==> src/hdl/bqf_pkg.sv <==
// ----------------------------------------------------------------------------
// bqf_pkg
// Shared types and constants of the cascaded biquad filter: sample and
// coefficient formats, tap codes and the controller to datapath command word.
// ----------------------------------------------------------------------------
package bqf_pkg;

   localparam int DataW          = 24;               // Q1.23 sample
   localparam int CoefW          = 26;               // Q4.22 coefficient
   localparam int ProdW          = DataW + CoefW;    // one full product
   localparam int AccW           = 53;               // sum of five products
   localparam int FracShift      = 22;               // coefficient fraction bits
   localparam int SatBit         = DataW - 1 + FracShift;
   localparam int TapsPerSection = 5;
   localparam int SecIdxW        = 2;
   localparam int SelW           = 3;

   localparam logic signed [CoefW-1:0] CoefOne   = CoefW'(4194304);
   localparam logic signed [AccW-1:0]  RoundHalf = AccW'(2097152);
   localparam logic signed [DataW-1:0] DataMax   = {1'b0, {(DataW-1){1'b1}}};
   localparam logic signed [DataW-1:0] DataMin   = {1'b1, {(DataW-1){1'b0}}};

   typedef enum logic {
      OP_FILTER = 1'b0,
      OP_COEF   = 1'b1
   } op_type;

   typedef enum logic [SelW-1:0] {
      TAP_B0 = 3'd0,
      TAP_B1 = 3'd1,
      TAP_B2 = 3'd2,
      TAP_A1 = 3'd3,
      TAP_A2 = 3'd4
   } tap_type;

   typedef struct packed {
      logic    coef_we;      // store one coefficient word
      logic    sample_load;  // take a new sample, clear the clip flag
      logic    mac_en;       // issue one product
      tap_type tap;          // which product is issued
      logic    hist_rd;      // read one history word
      logic    hist_cap;     // keep the history word read as x1
      logic    hist_we;      // write one history word
      logic    hist_wr_x1;   // write data is x1, else the section input
      logic    round;        // round and saturate the sum
      logic    out_load;     // move the result to the output register
   } dp_cmd_type;

endpackage

==> src/hdl/cascaded_biquad_iir_filter.sv <==
// Cascaded biquad IIR filter, direct form I. A request with tuser 0 filters
// one Q1.23 sample through SECTIONS second-order sections and returns one
// response; a request with tuser 1 loads one Q4.22 coefficient and returns
// nothing. For each section the single multiply-accumulate unit issues the
// five products one after another, the history pair of the section is
// written while the products drain from the pipeline, and the sum is
// rounded; after the last section the final output is shifted into
// history. A new request is taken while the last
// response still waits in the output register. After reset all coefficients
// are pass-through (b0 = 1.0, others 0) and the history is zero.
// ----------------------------------------------------------------------------
// cascaded_biquad_iir_filter
// Top level: stream ports, request field unpacking, controller and datapath.
// ----------------------------------------------------------------------------
module cascaded_biquad_iir_filter #(
   parameter int SECTIONS = 4
) (
   input  logic        clock,
   input  logic        reset,
   input  logic        req_tvalid,
   output logic        req_tready,
   // sample_in[23:0], section_index[25:24], coef_select[28:26],
   // coef_value[54:29], zero[55]
   input  logic [55:0] req_tdata,
   // operation[0]
   input  logic [0:0]  req_tuser,
   output logic        rsp_tvalid,
   input  logic        rsp_tready,
   // sample_out[23:0]
   output logic [23:0] rsp_tdata,
   // saturated[0]
   output logic [0:0]  rsp_tuser
);

   import bqf_pkg::*;

   localparam int CoefAW = $clog2(5 * SECTIONS);
   localparam int HistAW = $clog2(2 * SECTIONS + 2);

   dp_cmd_type              cmd;
   op_type                  req_op;
   logic [CoefAW-1:0]       coef_addr;
   logic [HistAW-1:0]       hist_raddr;
   logic [HistAW-1:0]       hist_waddr;
   logic                    out_busy;
   logic signed [DataW-1:0] rsp_sample;
   logic                    rsp_sat;

   assign req_op = op_type'(req_tuser[0]);

   bqf_ctrl #(
      .SECTIONS (SECTIONS)
   ) u_ctrl (
      .clock       (clock),
      .reset       (reset),
      .req_tvalid  (req_tvalid),
      .req_tready  (req_tready),
      .req_op      (req_op),
      .req_section (req_tdata[25:24]),
      .req_select  (req_tdata[28:26]),
      .out_busy    (out_busy),
      .cmd         (cmd),
      .coef_addr   (coef_addr),
      .hist_raddr  (hist_raddr),
      .hist_waddr  (hist_waddr)
   );

   bqf_dp #(
      .SECTIONS (SECTIONS)
   ) u_dp (
      .clock      (clock),
      .reset      (reset),
      .cmd        (cmd),
      .coef_addr  (coef_addr),
      .hist_raddr (hist_raddr),
      .hist_waddr (hist_waddr),
      .sample_in  (req_tdata[23:0]),
      .coef_value (req_tdata[54:29]),
      .rsp_tready (rsp_tready),
      .out_busy   (out_busy),
      .rsp_tvalid (rsp_tvalid),
      .rsp_sample (rsp_sample),
      .rsp_sat    (rsp_sat)
   );

   assign rsp_tdata    = rsp_sample;
   assign rsp_tuser[0] = rsp_sat;

endmodule

==> src/hdl/bqf_ram.sv <==
// ----------------------------------------------------------------------------
// bqf_ram
// Generic single write port, single read port RAM with registered read data.
// ----------------------------------------------------------------------------
module bqf_ram #(
   parameter int WIDTH = 24,
   parameter int DEPTH = 10
) (
   input  logic                     clock,
   input  logic                     wr_en,
   input  logic [$clog2(DEPTH)-1:0] wr_addr,
   input  logic [WIDTH-1:0]         wr_data,
   input  logic                     rd_en,
   input  logic [$clog2(DEPTH)-1:0] rd_addr,
   output logic [WIDTH-1:0]         rd_data
);

   logic [WIDTH-1:0] mem_ff [DEPTH];
   logic [WIDTH-1:0] rd_data_ff;

   always_ff @(posedge clock) begin
      if (wr_en) begin
         mem_ff[wr_addr] <= wr_data;
      end
      if (rd_en) begin
         rd_data_ff <= mem_ff[rd_addr];
      end
   end

   assign rd_data = rd_data_ff;

endmodule

==> src/hdl/bqf_dp.sv <==
// ----------------------------------------------------------------------------
// bqf_dp
// Datapath: coefficient and history memories, one shared multiply-accumulate
// unit, rounding and saturation, and the result register.
// ----------------------------------------------------------------------------
module bqf_dp #(
   parameter int SECTIONS = 4
) (
   input  logic                                    clock,
   input  logic                                    reset,
   input  bqf_pkg::dp_cmd_type                     cmd,
   input  logic [$clog2(5*SECTIONS)-1:0]           coef_addr,
   input  logic [$clog2(2*SECTIONS+2)-1:0]         hist_raddr,
   input  logic [$clog2(2*SECTIONS+2)-1:0]         hist_waddr,
   input  logic signed [bqf_pkg::DataW-1:0]        sample_in,
   input  logic signed [bqf_pkg::CoefW-1:0]        coef_value,
   input  logic                                    rsp_tready,
   output logic                                    out_busy,
   output logic                                    rsp_tvalid,
   output logic signed [bqf_pkg::DataW-1:0]        rsp_sample,
   output logic                                    rsp_sat
);

   import bqf_pkg::*;

   localparam int CoefDepth = 5 * SECTIONS;
   localparam int HistDepth = 2 * SECTIONS + 2;

   // memories and their valid bits
   logic [CoefW-1:0]        coef_rd;
   logic [DataW-1:0]        hist_rd;
   logic [DataW-1:0]        hist_wdata;
   logic [CoefDepth-1:0]    coef_vld_ff, coef_vld_in;
   logic [HistDepth-1:0]    hist_vld_ff, hist_vld_in;
   logic                    coef_rdv_ff;
   logic                    hist_rdv_ff;

   // multiply-accumulate pipeline
   logic                    s1_mac_ff;
   tap_type                 s1_tap_ff;
   logic                    s1_cap_ff;
   logic                    s2_mac_ff;
   logic                    s2_first_ff;
   logic                    s2_neg_ff;
   logic signed [CoefW-1:0] coef_op;
   logic signed [DataW-1:0] data_op;
   logic signed [DataW-1:0] hist_op;
   logic signed [ProdW-1:0] prod_ff, prod_in;
   logic signed [AccW-1:0]  prod_ext;
   logic signed [AccW-1:0]  acc_ff, acc_in;

   // section state and rounding
   logic signed [DataW-1:0] xin_ff, xin_in;
   logic signed [DataW-1:0] x1_ff;
   logic                    clip_ff, clip_in;
   logic signed [AccW-1:0]  rnd;
   logic [AccW-SatBit-1:0]  rnd_hi;
   logic                    rnd_ok;
   logic signed [DataW-1:0] y_rnd;

   // output register
   logic                    out_vld_ff, out_vld_in;
   logic signed [DataW-1:0] out_sample_ff;
   logic                    out_sat_ff;

   assign hist_wdata = cmd.hist_wr_x1 ? x1_ff : xin_ff;

   bqf_ram #(
      .WIDTH (CoefW),
      .DEPTH (CoefDepth)
   ) u_coef_ram (
      .clock   (clock),
      .wr_en   (cmd.coef_we),
      .wr_addr (coef_addr),
      .wr_data (coef_value),
      .rd_en   (cmd.mac_en),
      .rd_addr (coef_addr),
      .rd_data (coef_rd)
   );

   bqf_ram #(
      .WIDTH (DataW),
      .DEPTH (HistDepth)
   ) u_hist_ram (
      .clock   (clock),
      .wr_en   (cmd.hist_we),
      .wr_addr (hist_waddr),
      .wr_data (hist_wdata),
      .rd_en   (cmd.hist_rd),
      .rd_addr (hist_raddr),
      .rd_data (hist_rd)
   );

   always_comb begin
      coef_vld_in = coef_vld_ff;
      hist_vld_in = hist_vld_ff;
      if (cmd.coef_we) begin
         coef_vld_in[coef_addr] = 1'b1;
      end
      if (cmd.hist_we) begin
         hist_vld_in[hist_waddr] = 1'b1;
      end
   end

   // Unwritten coefficients read as pass-through, unwritten history as zero.
   always_comb begin
      if (coef_rdv_ff) begin
         coef_op = coef_rd;
      end else if (s1_tap_ff == TAP_B0) begin
         coef_op = CoefOne;
      end else begin
         coef_op = '0;
      end
      hist_op = hist_rdv_ff ? hist_rd : '0;
      data_op = (s1_tap_ff == TAP_B0) ? xin_ff : hist_op;
      prod_in = coef_op * data_op;
   end

   assign prod_ext = {{(AccW-ProdW){prod_ff[ProdW-1]}}, prod_ff};

   always_comb begin
      acc_in = acc_ff;
      if (s2_mac_ff) begin
         priority if (s2_first_ff) begin
            acc_in = prod_ext;
         end else if (s2_neg_ff) begin
            acc_in = acc_ff - prod_ext;
         end else begin
            acc_in = acc_ff + prod_ext;
         end
      end
   end

   // Round half up, then clip to the sample range.
   always_comb begin
      rnd    = acc_ff + RoundHalf;
      rnd_hi = rnd[AccW-1:SatBit];
      rnd_ok = (rnd_hi == '0) || (rnd_hi == '1);
      if (rnd_ok) begin
         y_rnd = rnd[SatBit:FracShift];
      end else if (rnd[AccW-1]) begin
         y_rnd = DataMin;
      end else begin
         y_rnd = DataMax;
      end
   end

   always_comb begin
      xin_in  = xin_ff;
      clip_in = clip_ff;
      priority if (cmd.sample_load) begin
         xin_in  = sample_in;
         clip_in = 1'b0;
      end else if (cmd.round) begin
         xin_in  = y_rnd;
         clip_in = clip_ff | ~rnd_ok;
      end
   end

   always_comb begin
      out_vld_in = out_vld_ff;
      if (cmd.out_load) begin
         out_vld_in = 1'b1;
      end else if (rsp_tready) begin
         out_vld_in = 1'b0;
      end
   end

   always_ff @(posedge clock) begin
      if (reset) begin
         coef_vld_ff <= '0;
         hist_vld_ff <= '0;
         s1_mac_ff   <= 1'b0;
         s1_cap_ff   <= 1'b0;
         s2_mac_ff   <= 1'b0;
         out_vld_ff  <= 1'b0;
      end else begin
         coef_vld_ff <= coef_vld_in;
         hist_vld_ff <= hist_vld_in;
         s1_mac_ff   <= cmd.mac_en;
         s1_cap_ff   <= cmd.hist_cap;
         s2_mac_ff   <= s1_mac_ff;
         out_vld_ff  <= out_vld_in;
      end
   end

   always_ff @(posedge clock) begin
      if (cmd.mac_en) begin
         coef_rdv_ff <= coef_vld_ff[coef_addr];
         s1_tap_ff   <= cmd.tap;
      end
      if (cmd.hist_rd) begin
         hist_rdv_ff <= hist_vld_ff[hist_raddr];
      end
      if (s1_cap_ff) begin
         x1_ff <= hist_op;
      end
      s2_first_ff <= (s1_tap_ff == TAP_B0);
      s2_neg_ff   <= (s1_tap_ff == TAP_A1) || (s1_tap_ff == TAP_A2);
      prod_ff     <= prod_in;
      acc_ff      <= acc_in;
      xin_ff      <= xin_in;
      clip_ff     <= clip_in;
      if (cmd.out_load) begin
         out_sample_ff <= xin_ff;
         out_sat_ff    <= clip_ff;
      end
   end

   assign out_busy   = out_vld_ff & ~rsp_tready;
   assign rsp_tvalid = out_vld_ff;
   assign rsp_sample = out_sample_ff;
   assign rsp_sat    = out_sat_ff;

endmodule

==> src/hdl/bqf_ctrl.sv <==
// ----------------------------------------------------------------------------
// bqf_ctrl
// Controller: takes requests, sequences the five products of every section
// through the shared multiply-accumulate unit, updates the history and hands
// the finished sample to the output register.
// ----------------------------------------------------------------------------
module bqf_ctrl #(
   parameter int SECTIONS = 4
) (
   input  logic                                clock,
   input  logic                                reset,
   input  logic                                req_tvalid,
   output logic                                req_tready,
   input  bqf_pkg::op_type                     req_op,
   input  logic [bqf_pkg::SecIdxW-1:0]         req_section,
   input  logic [bqf_pkg::SelW-1:0]            req_select,
   input  logic                                out_busy,
   output bqf_pkg::dp_cmd_type                 cmd,
   output logic [$clog2(5*SECTIONS)-1:0]       coef_addr,
   output logic [$clog2(2*SECTIONS+2)-1:0]     hist_raddr,
   output logic [$clog2(2*SECTIONS+2)-1:0]     hist_waddr
);

   import bqf_pkg::*;

   localparam int CoefAW  = $clog2(5 * SECTIONS);
   localparam int HistAW  = $clog2(2 * SECTIONS + 2);
   localparam int WaddrW  = SecIdxW + SelW + 1;
   localparam logic [HistAW-1:0] LastBase = HistAW'(2 * (SECTIONS - 1));

   typedef enum logic [3:0] {
      ST_IDLE,
      ST_ISSUE,
      ST_MUL,
      ST_ACC,
      ST_ROUND,
      ST_TAIL_RD,
      ST_TAIL_W0,
      ST_TAIL_W1,
      ST_DONE
   } state_type;

   state_type          state_ff, state_in;
   tap_type            tap_ff, tap_in;
   logic [CoefAW-1:0]  coef_addr_ff, coef_addr_in;
   logic [HistAW-1:0]  hist_base_ff, hist_base_in;
   logic [HistAW-1:0]  tap_offset;
   logic [WaddrW-1:0]  coef_waddr;
   logic               accept;
   logic               wr_ok;

   assign accept = req_tvalid & req_tready;
   assign wr_ok  = ({{(32-SecIdxW){1'b0}}, req_section} < SECTIONS)
                   && (req_select <= TAP_A2);
   // section * 5 + select
   assign coef_waddr = ({{(SelW-1){1'b0}}, req_section, 2'b00}
                        + {{(SelW+1){1'b0}}, req_section})
                       + {{(SecIdxW+1){1'b0}}, req_select};

   always_comb begin
      unique case (tap_ff)
         TAP_B1:  tap_offset = HistAW'(0);
         TAP_B2:  tap_offset = HistAW'(1);
         TAP_A1:  tap_offset = HistAW'(2);
         TAP_A2:  tap_offset = HistAW'(3);
         default: tap_offset = HistAW'(0);
      endcase
   end

   always_comb begin
      state_in     = state_ff;
      tap_in       = tap_ff;
      coef_addr_in = coef_addr_ff;
      hist_base_in = hist_base_ff;
      cmd          = '0;
      cmd.tap      = tap_ff;
      req_tready   = 1'b0;
      coef_addr    = coef_addr_ff;
      hist_raddr   = hist_base_ff + tap_offset;
      hist_waddr   = hist_base_ff;

      unique case (state_ff)
         ST_IDLE: begin
            req_tready = 1'b1;
            coef_addr  = CoefAW'(coef_waddr);
            if (accept) begin
               if (req_op == OP_COEF) begin
                  cmd.coef_we = wr_ok;
               end else begin
                  cmd.sample_load = 1'b1;
                  tap_in          = TAP_B0;
                  coef_addr_in    = '0;
                  hist_base_in    = '0;
                  state_in        = ST_ISSUE;
               end
            end
         end
         ST_ISSUE: begin
            cmd.mac_en   = 1'b1;
            cmd.hist_rd  = (tap_ff != TAP_B0);
            cmd.hist_cap = (tap_ff == TAP_B1);
            coef_addr_in = coef_addr_ff + CoefAW'(1);
            unique case (tap_ff)
               TAP_B0:  tap_in = TAP_B1;
               TAP_B1:  tap_in = TAP_B2;
               TAP_B2:  tap_in = TAP_A1;
               TAP_A1:  tap_in = TAP_A2;
               default: state_in = ST_MUL;
            endcase
         end
         ST_MUL: begin
            // x1 <= x0 happens next; here x0 <= section input
            cmd.hist_we = 1'b1;
            state_in    = ST_ACC;
         end
         ST_ACC: begin
            cmd.hist_we    = 1'b1;
            cmd.hist_wr_x1 = 1'b1;
            hist_waddr     = hist_base_ff + HistAW'(1);
            state_in       = ST_ROUND;
         end
         ST_ROUND: begin
            cmd.round    = 1'b1;
            hist_base_in = hist_base_ff + HistAW'(2);
            tap_in       = TAP_B0;
            state_in     = (hist_base_ff == LastBase) ? ST_TAIL_RD : ST_ISSUE;
         end
         ST_TAIL_RD: begin
            // shift the final output into the last history pair
            cmd.hist_rd  = 1'b1;
            cmd.hist_cap = 1'b1;
            hist_raddr   = hist_base_ff;
            state_in     = ST_TAIL_W0;
         end
         ST_TAIL_W0: begin
            cmd.hist_we = 1'b1;
            state_in    = ST_TAIL_W1;
         end
         ST_TAIL_W1: begin
            cmd.hist_we    = 1'b1;
            cmd.hist_wr_x1 = 1'b1;
            hist_waddr     = hist_base_ff + HistAW'(1);
            state_in       = ST_DONE;
         end
         ST_DONE: begin
            // hold until the output register is free
            if (!out_busy) begin
               cmd.out_load = 1'b1;
               state_in     = ST_IDLE;
            end
         end
         default: state_in = ST_IDLE;
      endcase
   end

   always_ff @(posedge clock) begin
      if (reset) begin
         state_ff     <= ST_IDLE;
         tap_ff       <= TAP_B0;
         coef_addr_ff <= '0;
         hist_base_ff <= '0;
      end else begin
         state_ff     <= state_in;
         tap_ff       <= tap_in;
         coef_addr_ff <= coef_addr_in;
         hist_base_ff <= hist_base_in;
      end
   end

endmodule

==> config.mk <==
export PLATFORM = sky130hd
export DESIGN_NAME = cascaded_biquad_iir_filter
export DESIGN_NICKNAME = d
export VERILOG_FILES = /design/src/hdl/bqf_pkg.sv /design/src/hdl/cascaded_biquad_iir_filter.sv /design/src/hdl/bqf_ram.sv /design/src/hdl/bqf_dp.sv /design/src/hdl/bqf_ctrl.sv
export SDC_FILE = /design/constraint.sdc
export NUM_CORES = 2
export LEC_CHECK = 0
export BUFFER_PORTS_ARGS = -buffer_cell sky130_fd_sc_hd__buf_2
export CAP_MARGIN = 25
export CORE_MARGIN = 2
export CORE_UTILIZATION = 55
export DETAILED_ROUTE_END_ITERATION = 10
export PLACE_DENSITY = 0.71
export SETUP_SLACK_MARGIN = 0.4
export SLEW_MARGIN = 10
export SYNTH_ARGS = -nofsm -noshare
export SYNTH_HDL_FRONTEND = slang
export SYNTH_SLANG_ARGS = --single-unit
==> constraint.sdc <==
create_clock -name clock -period 10 [get_ports clock]
set_input_delay 1 -clock clock [delete_from_list [all_inputs] [get_ports clock]]
set_output_delay 1 -clock clock [all_outputs]
set_load 0.02 [all_outputs]
==> run summary <==
status - complete, no violations
max_slew headroom - 31.0%
first-pass GRT wire length - 261 mm
via/cell ratio - 5.94
Yosys reg bits - 1043
Antenna Violating Nets Remaining - 0
crit path from - u_dp.s1_tap_ff[1]
CP arrival - 9.73 ns
Design Power - 17500 uW
final WL - 172 mm
Final #Nets - 6522
core area - 119000 um^2
mean routed wirelength per cell - 23.5 um
Comb power frac - 47.9%
DP Area - 69100 um^2
dpl hpwl - 118 mm
Setup crit end kind - flip-flop
Commonest cells post-synth - 941 x edfxtp_1, 797 x nand2_1, 693 x inv_1
CTS sink cnt - 1043
most frequent cell after synthesis - edfxtp_1
switching pwr - 6900 uW
residual DRC count - 0
worst setup path end - u_dp.prod_ff[46]
setup TNS - 0 ns
mapped cell area - 66100 um^2
fin crit share - 92.0%
Worst path most repeated cell - fa_1
pin count of the biggest net entering global routing - 91
internal power - 10600 uW
Synth top area share - 42.8%
r2r setup slk - 0.80 ns
FMAX - 0.109 GHz
Leak - 0.0287 uW
gr usage total - 28.3%
vias post-DR - 43.4k
yosys warns - 0
CTS tree - yes
RSZ-0062 raised after global routing - no
clk root buf - clkbuf_16
Clk network pwr share - 22.0%
Iteration-0 DRC Markers - 4488
crit start category - flip-flop
fraction of registers with async set/reset - 0%
ranking of synthesized cells by area - edfxtp_1 43%, fa_1 20%, mux4_2 4.6%, nand2_1 4.5%, inv_1 3.9%
post-synthesis sequential area ratio - 45.9%
number of synthesized flops with an enable pin - 941
Area Overhead vs Synth - 9.74%
pins over their slew limit - 0
CP max stage delay - 0.56 ns
Sw Ratio - 39.4%
# setup viols final - 0
post-route core utilization - 60.7%
peak fanout along the critical path - 63
syn_nets - 6465
# IOs - 88
design area - 72500 um^2
library cells used by synthesis - 77
setup repair bufs after CTS - 0
Max rail drop VDD - 324 uV
die width - 351 um
Die Ht - 351 um
cts repair resizes - 0
Rows - 127
Tightest Hold Check Type - reg -> reg
depth of the CTS H-tree - 3
layout cells sized above 1 - 11.0%
CTS clk-pin slew, worst paths - 0.07 ns
die area - 123000 um^2
Tmin final - 9.20 ns
WHS Path Cells - 1
R2R depth - 28
initial antenna violation count - 12
worst setup slack after layout - 0.796 ns
first-pass iteration count of the detailed router - 6
Port Buffers - 86
sequential share of power - 30.1%
skew final - 0.0720 ns
Hold Fails Final Rpt - 0
Post-synth top flop - edfxtp_1
Max Cap Violations - 0
Worst Tran Pin Value - 1.04 ns
Skew-Pair Late Insertion Delay - 0.73 ns
WP data required - 10.53 ns
Post-CTS Hold Fix Bufs - 0
Cells after Synth - 5552
Clock Tree Buf Depth - 3
Slowest cell on crit path - fa_1
Place WS - 0.893 ns
Initial Util - 55.3%
PD cells - 242 nW/um^2
Syn Area/Cell - 11.9 um^2
FF-to-FF Start - u_dp.s1_tap_ff[1]
post-synth top area cell - edfxtp_1
Routability Congestion - 0.966
clock buffer count from CTS - 104
number of global-route vias before repair - 43.8k
grt ovf - 0
reg2reg end - u_dp.prod_ff[46]
critical path class - reg -> reg
## logic make-up after synthesis
family | Yosys count | synth area share [%]
other | 1 | 0.00568
adder cells (fa/ha/maj) | 852 | 23.6
buffers and inverters | 958 | 5.45
AND/OR/NAND/NOR | 1668 | 10.9
XOR/XNOR | 179 | 2.38
multiplexers | 202 | 5.69
flip-flops | 1043 | 45.9
AO/OA/AOI/OAI | 649 | 6.19
## critical path, delay by kind of cell, from the launching register on
kind,cells,cell delay (ns)
adder cells (fa/ha/maj),8,3.95
AO/OA/AOI/OAI,9,2.56
buffers and inverters,6,0.99
AND/OR/NAND/NOR,4,0.70
flip-flops,1,0.42
multiplexers,1,0.24
## placed cells by master (no fill, tap or decap), types with 9 or more instances in the layout
cell type and count:
ha_1 198, buf_12 9, o311ai_0 21, buf_2 86, and3_1 38, dfxtp_1 100, xnor2_1 119, and2_1 69
o211ai_1 13, mux2i_1 34, or4_1 9, buf_4 114, nand2_1 794, inv_1 693, nor3_1 42, nand3_1 93
nor2_4 21, o21ba_2 10, o21bai_1 16, clkbuf_16 109, clkbuf_1 19, o21ai_0 128, fa_1 654, o31ai_1 18
xor2_1 57, a311oi_1 29, or3_1 17, a21oi_1 201, a31oi_1 42, nand2b_1 29, mux2_2 28, edfxtp_1 941
o21a_1 20, clkinv_2 20, a21o_1 51, nand4_1 25, a211oi_1 37, clkinv_1 21, nor2_1 455, mux4_2 136
## flip-flops by register name, indices dropped and copies added (netlist names), 4 cells and up
| register | cells |
|---|---|
| u_dp.x1_ff | 24 |
| u_dp.xin_ff | 24 |
| u_dp.prod_ff | 50 |
| u_dp.u_hist_ram.mem_ff | 240 |
| u_dp.rsp_sample | 24 |
| u_dp.u_coef_ram.mem_ff | 520 |
| u_dp.coef_vld_ff | 20 |
| u_dp.acc_ff | 53 |
| u_dp.hist_vld_ff | 10 |
| u_dp.u_coef_ram.rd_data | 26 |
| u_ctrl.state_ff | 4 |
| u_dp.u_hist_ram.rd_data | 24 |
| u_ctrl.coef_addr_ff | 5 |
## per-stage QoR
stage	std cells	hold WS, ns
floorplan	5552	0.406
global placement	7102	0.420
detailed placement	7113	0.426
CTS	7307	0.441
global route	7309	0.448
finish	7311	0.443
## routing by layer
layer | vias up | share of wire [%] | GRT usage (%) | wire [um]
li1 | 18900 | - | - | -
met1 | 21900 | 39 | 38.4 | 66500
met2 | 2139 | 47 | 45.2 | 81200
met3 | 452 | 9.8 | 5.63 | 16800
met4 | 12 | 4.4 | 11.6 | 7500
met5 | - | 0.042 | 0 | 72
## worst min-delay path by stage
stage                           startpoint           endpoint  slack [ns]
after floorplan           u_ctrl.tap_ff[0]  u_dp.s1_tap_ff[0]        0.41
final                       u_dp.s1_mac_ff     u_dp.s2_mac_ff        0.44
after global routing        u_dp.s1_mac_ff     u_dp.s2_mac_ff        0.45
after global placement        u_dp.clip_ff       u_dp.rsp_sat        0.42
after CTS                     u_dp.clip_ff       u_dp.rsp_sat        0.44
after detailed placement    u_dp.s1_mac_ff     u_dp.s2_mac_ff        0.43
## power groups by stage
stage / registers, uW / logic (uW) / clock network [uW]
5_1_grt: 5290 / 9310 / 4050
2_1_floorplan: 5260 / 6190 / 0
4_1_cts: 5270 / 8330 / 3900
3_5_place_dp: 5360 / 8280 / 0
3_3_place_gp: 5360 / 8090 / 0
6_report: 5280 / 8400 / 3850
## cell type report
type                    instances  area (um^2)
flip-flops and latches       1043        30300
multi-input cells            3551        32600
clock inverters                64          582
inverters                     694         2610
clock buffers                 130         2830
fillers                      9299        47000
repair buffers                215         1620
diodes                          2         5.00
well taps                    1612         2020
Note: power is estimated with default switching activity, not from simulation.
